<file path="src/rtl/core/hsp_pkg.sv">
// Shared constants and helpers for the hexagonal spiral placement block.
`timescale 1ns / 1ps
`default_nettype none

package hsp_pkg;

  localparam int CFG_IDX_W   = 2;
  localparam int CFG_DATA_W  = 24;
  localparam int RADIUS_W    = 16;
  localparam int CENTRE_W    = 24;
  localparam int POS_W       = 32;
  localparam int LEVEL_W     = 8;
  localparam int RINGPOS_W   = 10;
  localparam int SIN_W       = 17;

  localparam logic [CFG_IDX_W-1:0] REG_RADIUS   = 2'd0;
  localparam logic [CFG_IDX_W-1:0] REG_CENTRE_X = 2'd1;
  localparam logic [CFG_IDX_W-1:0] REG_CENTRE_Y = 2'd2;

  localparam logic [RADIUS_W-1:0] RADIUS_RESET = 16'd5120;
  localparam logic [15:0]         SIN60_Q16    = 16'd56756;

  typedef logic [2:0]        side_t;
  typedef logic signed [2:0] coef_t;

  // cosine of side * 60 degrees, times two
  function automatic coef_t cos2_of(side_t side);
    coef_t c;
    unique case (side)
      3'd0:    c = 3'sd2;
      3'd1:    c = 3'sd1;
      3'd2:    c = -3'sd1;
      3'd3:    c = -3'sd2;
      3'd4:    c = -3'sd1;
      3'd5:    c = 3'sd1;
      default: c = 3'sd0;
    endcase
    return c;
  endfunction

  // sine of side * 60 degrees, in units of sqrt(3)/2
  function automatic coef_t sin_of(side_t side);
    coef_t c;
    unique case (side)
      3'd1, 3'd2: c = 3'sd1;
      3'd4, 3'd5: c = -3'sd1;
      default:    c = 3'sd0;
    endcase
    return c;
  endfunction

  function automatic side_t prev_side(side_t side);
    side_t p;
    p = (side == 3'd0) ? 3'd5 : side - 3'd1;
    return p;
  endfunction

endpackage

`default_nettype wire

</file>
<file path="src/rtl/core/hsp_ring.sv">
// Pipelined ring search: one bit of the largest m with 3m(m+1) < id per stage.
`timescale 1ns / 1ps
`default_nettype none

module hsp_ring #(
  parameter int ID_W   = 16,
  parameter int RING_W = 8
) (
  input  logic              clk,
  input  logic              rst_n,
  input  logic              in_valid,
  input  logic [ID_W-1:0]   in_id,
  output logic              out_valid,
  output logic [ID_W-1:0]   out_id,
  output logic [RING_W-1:0] out_m
);

  localparam int PROD_W = 2 * RING_W + 3;
  localparam int CMP_W  = (PROD_W > ID_W) ? PROD_W : ID_W;

  logic              valid_r [RING_W];
  logic [ID_W-1:0]   id_r    [RING_W];
  logic [RING_W-1:0] m_r     [RING_W];

  for (genvar k = 0; k < RING_W; k++) begin : g_stage
    logic              prev_valid;
    logic [ID_W-1:0]   prev_id;
    logic [RING_W-1:0] prev_m;
    logic [RING_W-1:0] cand;
    logic [CMP_W-1:0]  tri_c;
    logic              take;

    if (k == 0) begin : g_first
      assign prev_valid = in_valid;
      assign prev_id    = in_id;
      assign prev_m     = '0;
    end else begin : g_next
      assign prev_valid = valid_r[k-1];
      assign prev_id    = id_r[k-1];
      assign prev_m     = m_r[k-1];
    end

    assign cand  = prev_m | (RING_W'(1) << (RING_W - 1 - k));
    assign tri_c = CMP_W'(3) * CMP_W'(cand) * (CMP_W'(cand) + CMP_W'(1));
    assign take  = tri_c < CMP_W'(prev_id);

    always_ff @(posedge clk) begin
      if (!rst_n) begin
        valid_r[k] <= 1'b0;
      end else begin
        valid_r[k] <= prev_valid;
      end
      id_r[k] <= prev_id;
      m_r[k]  <= take ? cand : prev_m;
    end
  end

  assign out_valid = valid_r[RING_W-1];
  assign out_id    = id_r[RING_W-1];
  assign out_m     = m_r[RING_W-1];

endmodule

`default_nettype wire

</file>
<file path="src/rtl/core/hex_spiral_node_placement.sv">
// Top level: places numbered nodes on a hexagonal spiral around a centre.
//
// Usage
//   Input: drive in_node_number and raise start; the node is taken at every
//   rising edge with start high and busy low. busy is low except in reset, so
//   one node can be taken in every cycle.
//   Result: out_valid is high for exactly one cycle with out_x_pos, out_y_pos
//   (signed, 8 fraction bits), out_ring_level and out_ring_position. Results
//   leave in the order the nodes came in; the receiver cannot stall them.
//   Configuration: cfg_index selects radius, centre x or centre y; cfg_data is
//   written at an edge with cfg_valid high (cfg_ready is always high). Write
//   only while no node is in flight.
// Pipeline
//   One stage per bit of the ring search, one stage for the ring offset,
//   three divide steps for side and step, then multiply, combine, scale and
//   round stages.
//   Throughput is one node per cycle.
// Reset
//   Synchronous reset clears the pipeline valid bits and loads radius 20.0
//   and a centre at the origin; nodes in flight are dropped.
`timescale 1ns / 1ps
`default_nettype none

module hex_spiral_node_placement #(
  parameter int ID_WIDTH = 16
) (
  input  logic                                clk,
  input  logic                                rst_n,
  input  logic                                start,
  output logic                                busy,
  input  logic [ID_WIDTH-1:0]                 in_node_number,
  output logic                                out_valid,
  output logic signed [hsp_pkg::POS_W-1:0]    out_x_pos,
  output logic signed [hsp_pkg::POS_W-1:0]    out_y_pos,
  output logic [hsp_pkg::LEVEL_W-1:0]         out_ring_level,
  output logic [hsp_pkg::RINGPOS_W-1:0]       out_ring_position,
  input  logic                                cfg_valid,
  output logic                                cfg_ready,
  input  logic [hsp_pkg::CFG_IDX_W-1:0]       cfg_index,
  input  logic [hsp_pkg::CFG_DATA_W-1:0]      cfg_data
);

  localparam int RING_W = (ID_WIDTH + 1) / 2;
  localparam int PROD_W = 2 * RING_W + 3 + ID_WIDTH;
  localparam int IDX_W  = RING_W + 3;
  localparam int A_W    = hsp_pkg::RADIUS_W + RING_W;
  localparam int SX_W   = A_W + 2;
  localparam int PY_W   = SX_W + hsp_pkg::SIN_W;
  localparam int POS_W  = hsp_pkg::POS_W;

  // configuration registers
  logic [hsp_pkg::RADIUS_W-1:0]        radius_r;
  logic signed [hsp_pkg::CENTRE_W-1:0] centre_x_r;
  logic signed [hsp_pkg::CENTRE_W-1:0] centre_y_r;

  assign cfg_ready = 1'b1;
  assign busy      = ~rst_n;

  always_ff @(posedge clk) begin
    if (!rst_n) begin
      radius_r   <= hsp_pkg::RADIUS_RESET;
      centre_x_r <= '0;
      centre_y_r <= '0;
    end else if (cfg_valid && cfg_ready) begin
      unique case (cfg_index)
        hsp_pkg::REG_RADIUS:   radius_r   <= cfg_data[hsp_pkg::RADIUS_W-1:0];
        hsp_pkg::REG_CENTRE_X: centre_x_r <= signed'(cfg_data);
        hsp_pkg::REG_CENTRE_Y: centre_y_r <= signed'(cfg_data);
        default: ;
      endcase
    end
  end

  // ring search
  logic                rg_valid;
  logic [ID_WIDTH-1:0] rg_id;
  logic [RING_W-1:0]   rg_m;

  hsp_ring #(
    .ID_W   (ID_WIDTH),
    .RING_W (RING_W)
  ) u_ring (
    .clk       (clk),
    .rst_n     (rst_n),
    .in_valid  (start && !busy),
    .in_id     (in_node_number),
    .out_valid (rg_valid),
    .out_id    (rg_id),
    .out_m     (rg_m)
  );

  // stage 1: ring number and index within the ring
  logic [RING_W:0]   m_inc;
  logic [PROD_W-1:0] tri_c;
  logic [PROD_W-1:0] idx_c;
  logic              rg_zero;

  assign rg_zero = (rg_id == '0);
  assign m_inc   = {1'b0, rg_m} + (RING_W+1)'(1);
  assign tri_c   = PROD_W'(3) * PROD_W'(rg_m) * PROD_W'(m_inc);
  assign idx_c   = PROD_W'(rg_id) - tri_c - PROD_W'(1);

  logic              s1_valid_r, s1_zero_r;
  logic [RING_W-1:0] s1_n_r;
  logic [IDX_W-1:0]  s1_idx_r;

  always_ff @(posedge clk) begin
    if (!rst_n) begin
      s1_valid_r <= 1'b0;
    end else begin
      s1_valid_r <= rg_valid;
    end
    s1_zero_r <= rg_zero;
    s1_n_r    <= rg_zero ? '0 : RING_W'(m_inc);
    s1_idx_r  <= rg_zero ? '0 : IDX_W'(idx_c);
  end

  // stages 2 to 4: side = idx / n, step = idx mod n, one quotient bit each
  logic              s2_valid_r, s2_zero_r, s2_q_r;
  logic [RING_W-1:0] s2_n_r;
  logic [IDX_W-1:0]  s2_idx_r, s2_rem_r;
  logic [IDX_W-1:0]  n4_c;

  assign n4_c = IDX_W'({s1_n_r, 2'b00});

  always_ff @(posedge clk) begin
    if (!rst_n) begin
      s2_valid_r <= 1'b0;
    end else begin
      s2_valid_r <= s1_valid_r;
    end
    s2_zero_r <= s1_zero_r;
    s2_n_r    <= s1_n_r;
    s2_idx_r  <= s1_idx_r;
    s2_q_r    <= s1_idx_r >= n4_c;
    s2_rem_r  <= (s1_idx_r >= n4_c) ? s1_idx_r - n4_c : s1_idx_r;
  end

  logic              s3_valid_r, s3_zero_r;
  logic [1:0]        s3_q_r;
  logic [RING_W-1:0] s3_n_r;
  logic [IDX_W-1:0]  s3_idx_r, s3_rem_r;
  logic [IDX_W-1:0]  n2_c;

  assign n2_c = IDX_W'({s2_n_r, 1'b0});

  always_ff @(posedge clk) begin
    if (!rst_n) begin
      s3_valid_r <= 1'b0;
    end else begin
      s3_valid_r <= s2_valid_r;
    end
    s3_zero_r <= s2_zero_r;
    s3_n_r    <= s2_n_r;
    s3_idx_r  <= s2_idx_r;
    s3_q_r    <= {s2_q_r, s2_rem_r >= n2_c};
    s3_rem_r  <= (s2_rem_r >= n2_c) ? s2_rem_r - n2_c : s2_rem_r;
  end

  logic                 s4_valid_r, s4_zero_r;
  hsp_pkg::side_t       s4_u_r;
  logic [RING_W-1:0]    s4_n_r;
  logic [IDX_W-1:0]     s4_idx_r, s4_rem_r;
  logic [IDX_W-1:0]     n1_c;

  assign n1_c = IDX_W'(s3_n_r);

  always_ff @(posedge clk) begin
    if (!rst_n) begin
      s4_valid_r <= 1'b0;
    end else begin
      s4_valid_r <= s3_valid_r;
    end
    s4_zero_r <= s3_zero_r;
    s4_n_r    <= s3_n_r;
    s4_idx_r  <= s3_idx_r;
    s4_u_r    <= {s3_q_r, s3_rem_r >= n1_c};
    s4_rem_r  <= (s3_rem_r >= n1_c) ? s3_rem_r - n1_c : s3_rem_r;
  end

  // stage 5: radius times step counts along the two ring vectors
  logic [RING_W-1:0] v_c;
  assign v_c = RING_W'(s4_rem_r);

  logic                 s5_valid_r, s5_zero_r;
  hsp_pkg::side_t       s5_u_r;
  logic [IDX_W-1:0]     s5_idx_r;
  logic [A_W-1:0]       s5_a_r, s5_b_r;

  always_ff @(posedge clk) begin
    if (!rst_n) begin
      s5_valid_r <= 1'b0;
    end else begin
      s5_valid_r <= s4_valid_r;
    end
    s5_zero_r <= s4_zero_r;
    s5_u_r    <= s4_u_r;
    s5_idx_r  <= s4_idx_r;
    s5_a_r    <= A_W'(radius_r) * A_W'(v_c);
    s5_b_r    <= A_W'(radius_r) * A_W'(s4_n_r - v_c);
  end

  // stage 6: combine with the unit vector coefficients
  function automatic logic signed [SX_W-1:0] scale_term(logic [A_W-1:0] mag,
                                                         hsp_pkg::coef_t coef);
    logic signed [SX_W-1:0] s;
    logic signed [SX_W-1:0] r;
    s = signed'(SX_W'(mag));
    unique case (coef)
      3'sd2:   r = s <<< 1;
      3'sd1:   r = s;
      -3'sd1:  r = -s;
      -3'sd2:  r = -(s <<< 1);
      default: r = '0;
    endcase
    return r;
  endfunction

  hsp_pkg::side_t ub_c;
  assign ub_c = hsp_pkg::prev_side(s5_u_r);

  logic                   s6_valid_r, s6_zero_r;
  logic [IDX_W-1:0]       s6_idx_r;
  logic signed [SX_W-1:0] s6_sx_r, s6_sy_r;

  always_ff @(posedge clk) begin
    if (!rst_n) begin
      s6_valid_r <= 1'b0;
    end else begin
      s6_valid_r <= s5_valid_r;
    end
    s6_zero_r <= s5_zero_r;
    s6_idx_r  <= s5_idx_r;
    s6_sx_r   <= scale_term(s5_a_r, hsp_pkg::cos2_of(s5_u_r))
               + scale_term(s5_b_r, hsp_pkg::cos2_of(ub_c));
    s6_sy_r   <= scale_term(s5_a_r, hsp_pkg::sin_of(s5_u_r))
               + scale_term(s5_b_r, hsp_pkg::sin_of(ub_c));
  end

  // stage 7: halve x with rounding, scale y by sin 60
  logic signed [hsp_pkg::SIN_W-1:0] sin60_c;
  assign sin60_c = signed'({1'b0, hsp_pkg::SIN60_Q16});

  logic                   s7_valid_r, s7_zero_r;
  logic [IDX_W-1:0]       s7_idx_r;
  logic signed [SX_W-1:0] s7_ox_r;
  logic signed [PY_W-1:0] s7_py_r;

  always_ff @(posedge clk) begin
    if (!rst_n) begin
      s7_valid_r <= 1'b0;
    end else begin
      s7_valid_r <= s6_valid_r;
    end
    s7_zero_r <= s6_zero_r;
    s7_idx_r  <= s6_idx_r;
    s7_ox_r   <= (s6_sx_r + SX_W'(1)) >>> 1;
    s7_py_r   <= PY_W'(s6_sy_r) * PY_W'(sin60_c);
  end

  // stage 8: round y, add centre, drive result
  logic signed [PY_W-1:0]  oy_c;
  logic signed [POS_W-1:0] x_c, y_c;

  assign oy_c = (s7_py_r + PY_W'(32768)) >>> 16;
  assign x_c  = POS_W'(centre_x_r) + POS_W'(s7_ox_r);
  assign y_c  = POS_W'(centre_y_r) + POS_W'(oy_c);

  logic                        out_valid_r, out_zero_r;
  logic signed [POS_W-1:0]     out_x_r, out_y_r;
  logic [hsp_pkg::LEVEL_W-1:0] out_level_r;
  logic [hsp_pkg::RINGPOS_W-1:0] out_pos_r;
  logic [RING_W-1:0]           n6_r, n7_r;
  logic [RING_W-1:0]           n5_r;

  // carry ring number alongside the arithmetic stages
  always_ff @(posedge clk) begin
    n5_r <= s4_n_r;
    n6_r <= n5_r;
    n7_r <= n6_r;
  end

  always_ff @(posedge clk) begin
    if (!rst_n) begin
      out_valid_r <= 1'b0;
    end else begin
      out_valid_r <= s7_valid_r;
    end
    out_zero_r  <= s7_zero_r;
    out_x_r     <= s7_zero_r ? POS_W'(centre_x_r) : x_c;
    out_y_r     <= s7_zero_r ? POS_W'(centre_y_r) : y_c;
    out_level_r <= hsp_pkg::LEVEL_W'(n7_r);
    out_pos_r   <= hsp_pkg::RINGPOS_W'(s7_idx_r);
  end

  assign out_valid         = out_valid_r;
  assign out_x_pos         = out_x_r;
  assign out_y_pos         = out_y_r;
  assign out_ring_level    = out_level_r;
  assign out_ring_position = out_pos_r;

  a_idx_in_ring: assert property (@(posedge clk) disable iff (!rst_n)
    s1_valid_r && !s1_zero_r |-> s1_idx_r < IDX_W'(3'd6 * IDX_W'(s1_n_r)))
    else $error("ring index beyond six sides");

  a_side_step: assert property (@(posedge clk) disable iff (!rst_n)
    s4_valid_r && !s4_zero_r |-> s4_u_r < 3'd6 && s4_rem_r < IDX_W'(s4_n_r))
    else $error("side or step out of range");

  a_centre_node: assert property (@(posedge clk) disable iff (!rst_n)
    out_valid_r && out_zero_r |-> out_x_r == POS_W'(centre_x_r)
      && out_y_r == POS_W'(centre_y_r) && out_level_r == '0 && out_pos_r == '0)
    else $error("centre node not at centre");

endmodule

`default_nettype wire
</file>
<file path="config.mk">
export PLATFORM = sky130hd
export DESIGN_NAME = hex_spiral_node_placement
export DESIGN_NICKNAME = d
export VERILOG_FILES = /design/src/rtl/core/hsp_pkg.sv /design/src/rtl/core/hsp_ring.sv /design/src/rtl/core/hex_spiral_node_placement.sv
export SDC_FILE = /design/constraint.sdc
export NUM_CORES = 2
export LEC_CHECK = 0
export BUFFER_PORTS_ARGS = -buffer_cell sky130_fd_sc_hd__buf_2
export CAP_MARGIN = 20
export CELL_PAD_IN_SITES_DETAIL_PLACEMENT = 0
export CELL_PAD_IN_SITES_GLOBAL_PLACEMENT = 2
export CORE_MARGIN = 2
export CORE_UTILIZATION = 25
export CTS_CLUSTER_DIAMETER = 120
export DETAILED_ROUTE_END_ITERATION = 12
export PLACE_DENSITY_LB_ADDON = 0.15
export SLEW_MARGIN = 25
export SYNTH_ARGS = -nofsm -noshare
export SYNTH_HDL_FRONTEND = slang
export SYNTH_SLANG_ARGS = --single-unit
</file>
<file path="constraint.sdc">
create_clock -name clk -period 7.6 [get_ports clk]
set_clock_uncertainty 0.1 [all_clocks]
set_input_delay 1.52 -clock clk [delete_from_list [all_inputs] [get_ports clk]]
set_output_delay 1.52 -clock clk [all_outputs]
set_load 0.02 [all_outputs]
</file>
==> results.toml <==
[setup_path]
cp_common_cell = "fa_1"
crit_path_max_incr_delay_ps = 540
reg2reg_slack_ps = 630
crit_fanout = 6
crit_type = "flip-flop to flip-flop"
cp.required_ps = 8060
cp-start-kind = "flip-flop"
crit_slowest_cell = "fa_1"
end_kind = "flip-flop"
arrival_ps = 7430

[clocking]
path_clk_slew_ps = 60
root_buffer = "clkbuf_16"
cts.sinks = 639
post_cts_buffers = 0
tritoncts = "done"
clock_path_buffers = 3
clock_latency_ps = 710
cts-buffers-inserted = 84
h-tree-depth = 3

[global_route]
antenna_found_initial = 2
grt_start_max_net_pins = 84
grt_pass1_wl_um = 247000
grt-busiest-layer = "met2"
grtUsageMet2 = 0.239
gr-usage-met1 = 0.192
overflow = 0
grt_pass1_vias = 41315
globalRouteMet3Util = 0.0205
grt_use_total = 0.143

[drt]
routed_wl_um = 157000
firstDrtPassIters = 8
avgRoutedWirePerCell_um = 17.4
vias_per_cell = 4.30
drc = 0
vias = 38847
dr.first_iter.drc_count = 1741
ant_nets = 0

[logic_synthesis]
ys_warn_count = 0
synth_commonest_cells = "963 x inv_1, 722 x ha_1, 639 x dfxtp_1"
synthesis.area_mm2 = 0.0546
synthFlopType = "dfxtp_1"
netlist.area_leader.share = 0.234
synth_area_leaders = "dfxtp_1 23%, fa_1 21%, ha_1 17%"
ys_seq_area_frac = 0.234
async_flop_share = 0
synth_top_cell_by_area = "dfxtp_1"
synth-seq-cells = 639
synthCells = 5957
synth_edf_count = 0
yosysMostFrequentCell = "inv_1"
synth.avg_cell_area_um2 = 9.16
yosysUniqueCellTypes = 88

[floorplanning]
core_area_mm2 = 0.217
placementRows = 171
die_y_um = 471
die_x_um = 471
initial_core_util = 0.251
pin_count = 131
die_area_mm2 = 0.222

[placement]
portBuffers = 129
dpl_cell_area_mm2 = 0.0589
dp.final_hpwl_um = 129000
routabilityCongestion = 0.792

[timing]
slew_headroom = 0.208
hold_viol_final = 0
worst_pin_slew_ps = 1170
finalCritPeriodShare = 0.917
finalSetupTns_ps = 0
drv_slew = 0
hold_slack_ps = 220
rsz0062_at_grt = "false"
fmax_mhz = 144
timing.final.crit_period_ps = 6970
setup_viol = 0

[finish]
finish.utilization = 0.285
design_area_mm2 = 0.0619
layout-drive-gt1-share = 0.0740
syn_to_final_growth_pct = 13.4
nets = 7454

[job]
cap_violations = 0

[run_status]
status = "completed"

[hold_path]
hold_class = "flip-flop to flip-flop"
==> path summary, 6_finish.rpt <==
check / from / end / cells after the start
worst max-delay path: s4_rem_r[1] / s5_b_r[23] / 28
worst min-delay path: s4_idx_r[9] / s5_idx_r[9] / 0
worst max register to register: s4_rem_r[1] / s5_b_r[23] / 28
worst min register to register: s4_idx_r[9] / s5_idx_r[9] / 0
==> routing by layer <==
layer  share of wire  vias up
met4           0.023        0
met2            0.46      487
met3           0.030      164
met5               0        -
li1                -    19695
met1            0.48    18501
==> layout make-up <==
cell class                      instances  area, µm²
Timing Repair Buffer                  228       1390
Clock buffer                          106       2350
Fill cell                           23188     155000
Tap cell                             2854       3570
Antenna cell                            3       7.51
Inverter                              965       3620
Multi-Input combinational cell       4195      37500
Sequential cell                       639      12800
Clock inverter                         45        627
==> critical path: cells and delay by family, from the launching register on <==
family | cells | cell delay (ps)
simple gates | 3 | 380
flops | 1 | 320
fa+ha+maj | 7 | 2910
xor+xnor | 2 | 290
compound gates | 12 | 2480
buf+inv | 4 | 330
==> sequential cells by signal (all words and copies together), names as in the netlist, 11 cells and up <==
register / cells
centre_x_r: 24
centre_y_r: 24
s3_rem_r: 11
out_x_pos: 26
s1_idx_r: 11
s7_ox_r: 25
out_y_pos: 28
radius_r: 16
s6_sy_r: 26
s2_rem_r: 11
s6_sx_r: 26
s7_py_r: 28
s5_a_r: 24
u_ring.m_r: 36
u_ring.id_r: 128
s5_b_r: 24
==> layout by cell type, fill, tap and decap left out, types with 67 or more instances in the layout <==
cell type / netlist / final
buf_2: 3 / 130
nor3_1: 110 / 108
fa_1: 573 / 573
nor2_1: 324 / 324
nand3_1: 67 / 67
ha_1: 722 / 722
xor2_1: 105 / 105
a21o_1: 85 / 85
dfxtp_1: 639 / 637
xnor2_1: 241 / 240
buf_4: 11 / 98
o21ai_0: 233 / 232
nand2b_1: 96 / 96
inv_1: 963 / 963
and2_1: 181 / 181
nor2b_1: 70 / 70
a21oi_1: 370 / 370
nand2_1: 468 / 468
clkbuf_16: 0 / 86
==> stage by stage <==
stage	std cells	setup slack (ps)
2_1_floorplan	5958	526
3_3_place_gp	8880	541
3_5_place_dp	8880	479
4_1_cts	9031	415
5_1_grt	9033	172
6_report	9035	633
==> what timing repair did <==
item	CTS	global route
setup endpoints to repair	0	1
gates resized for setup	0	2
hold buffers	0	0
==> kinds of logic after synthesis <==
family	after synthesis	share of synthesized area
AND/OR/NAND/NOR	1508	0.135
adder cells (fa/ha/maj)	1296	0.376
buffers and inverters	1124	0.0784
AO/OA/AOI/OAI	1015	0.115
flip-flops	639	0.234
XOR/XNOR	348	0.0564
multiplexers	25	0.00493
other	2	0.000138
Power is left out: the tool's default activity adds up to more than one toggle a clock period on the data nets, which glitch-free logic cannot reach.
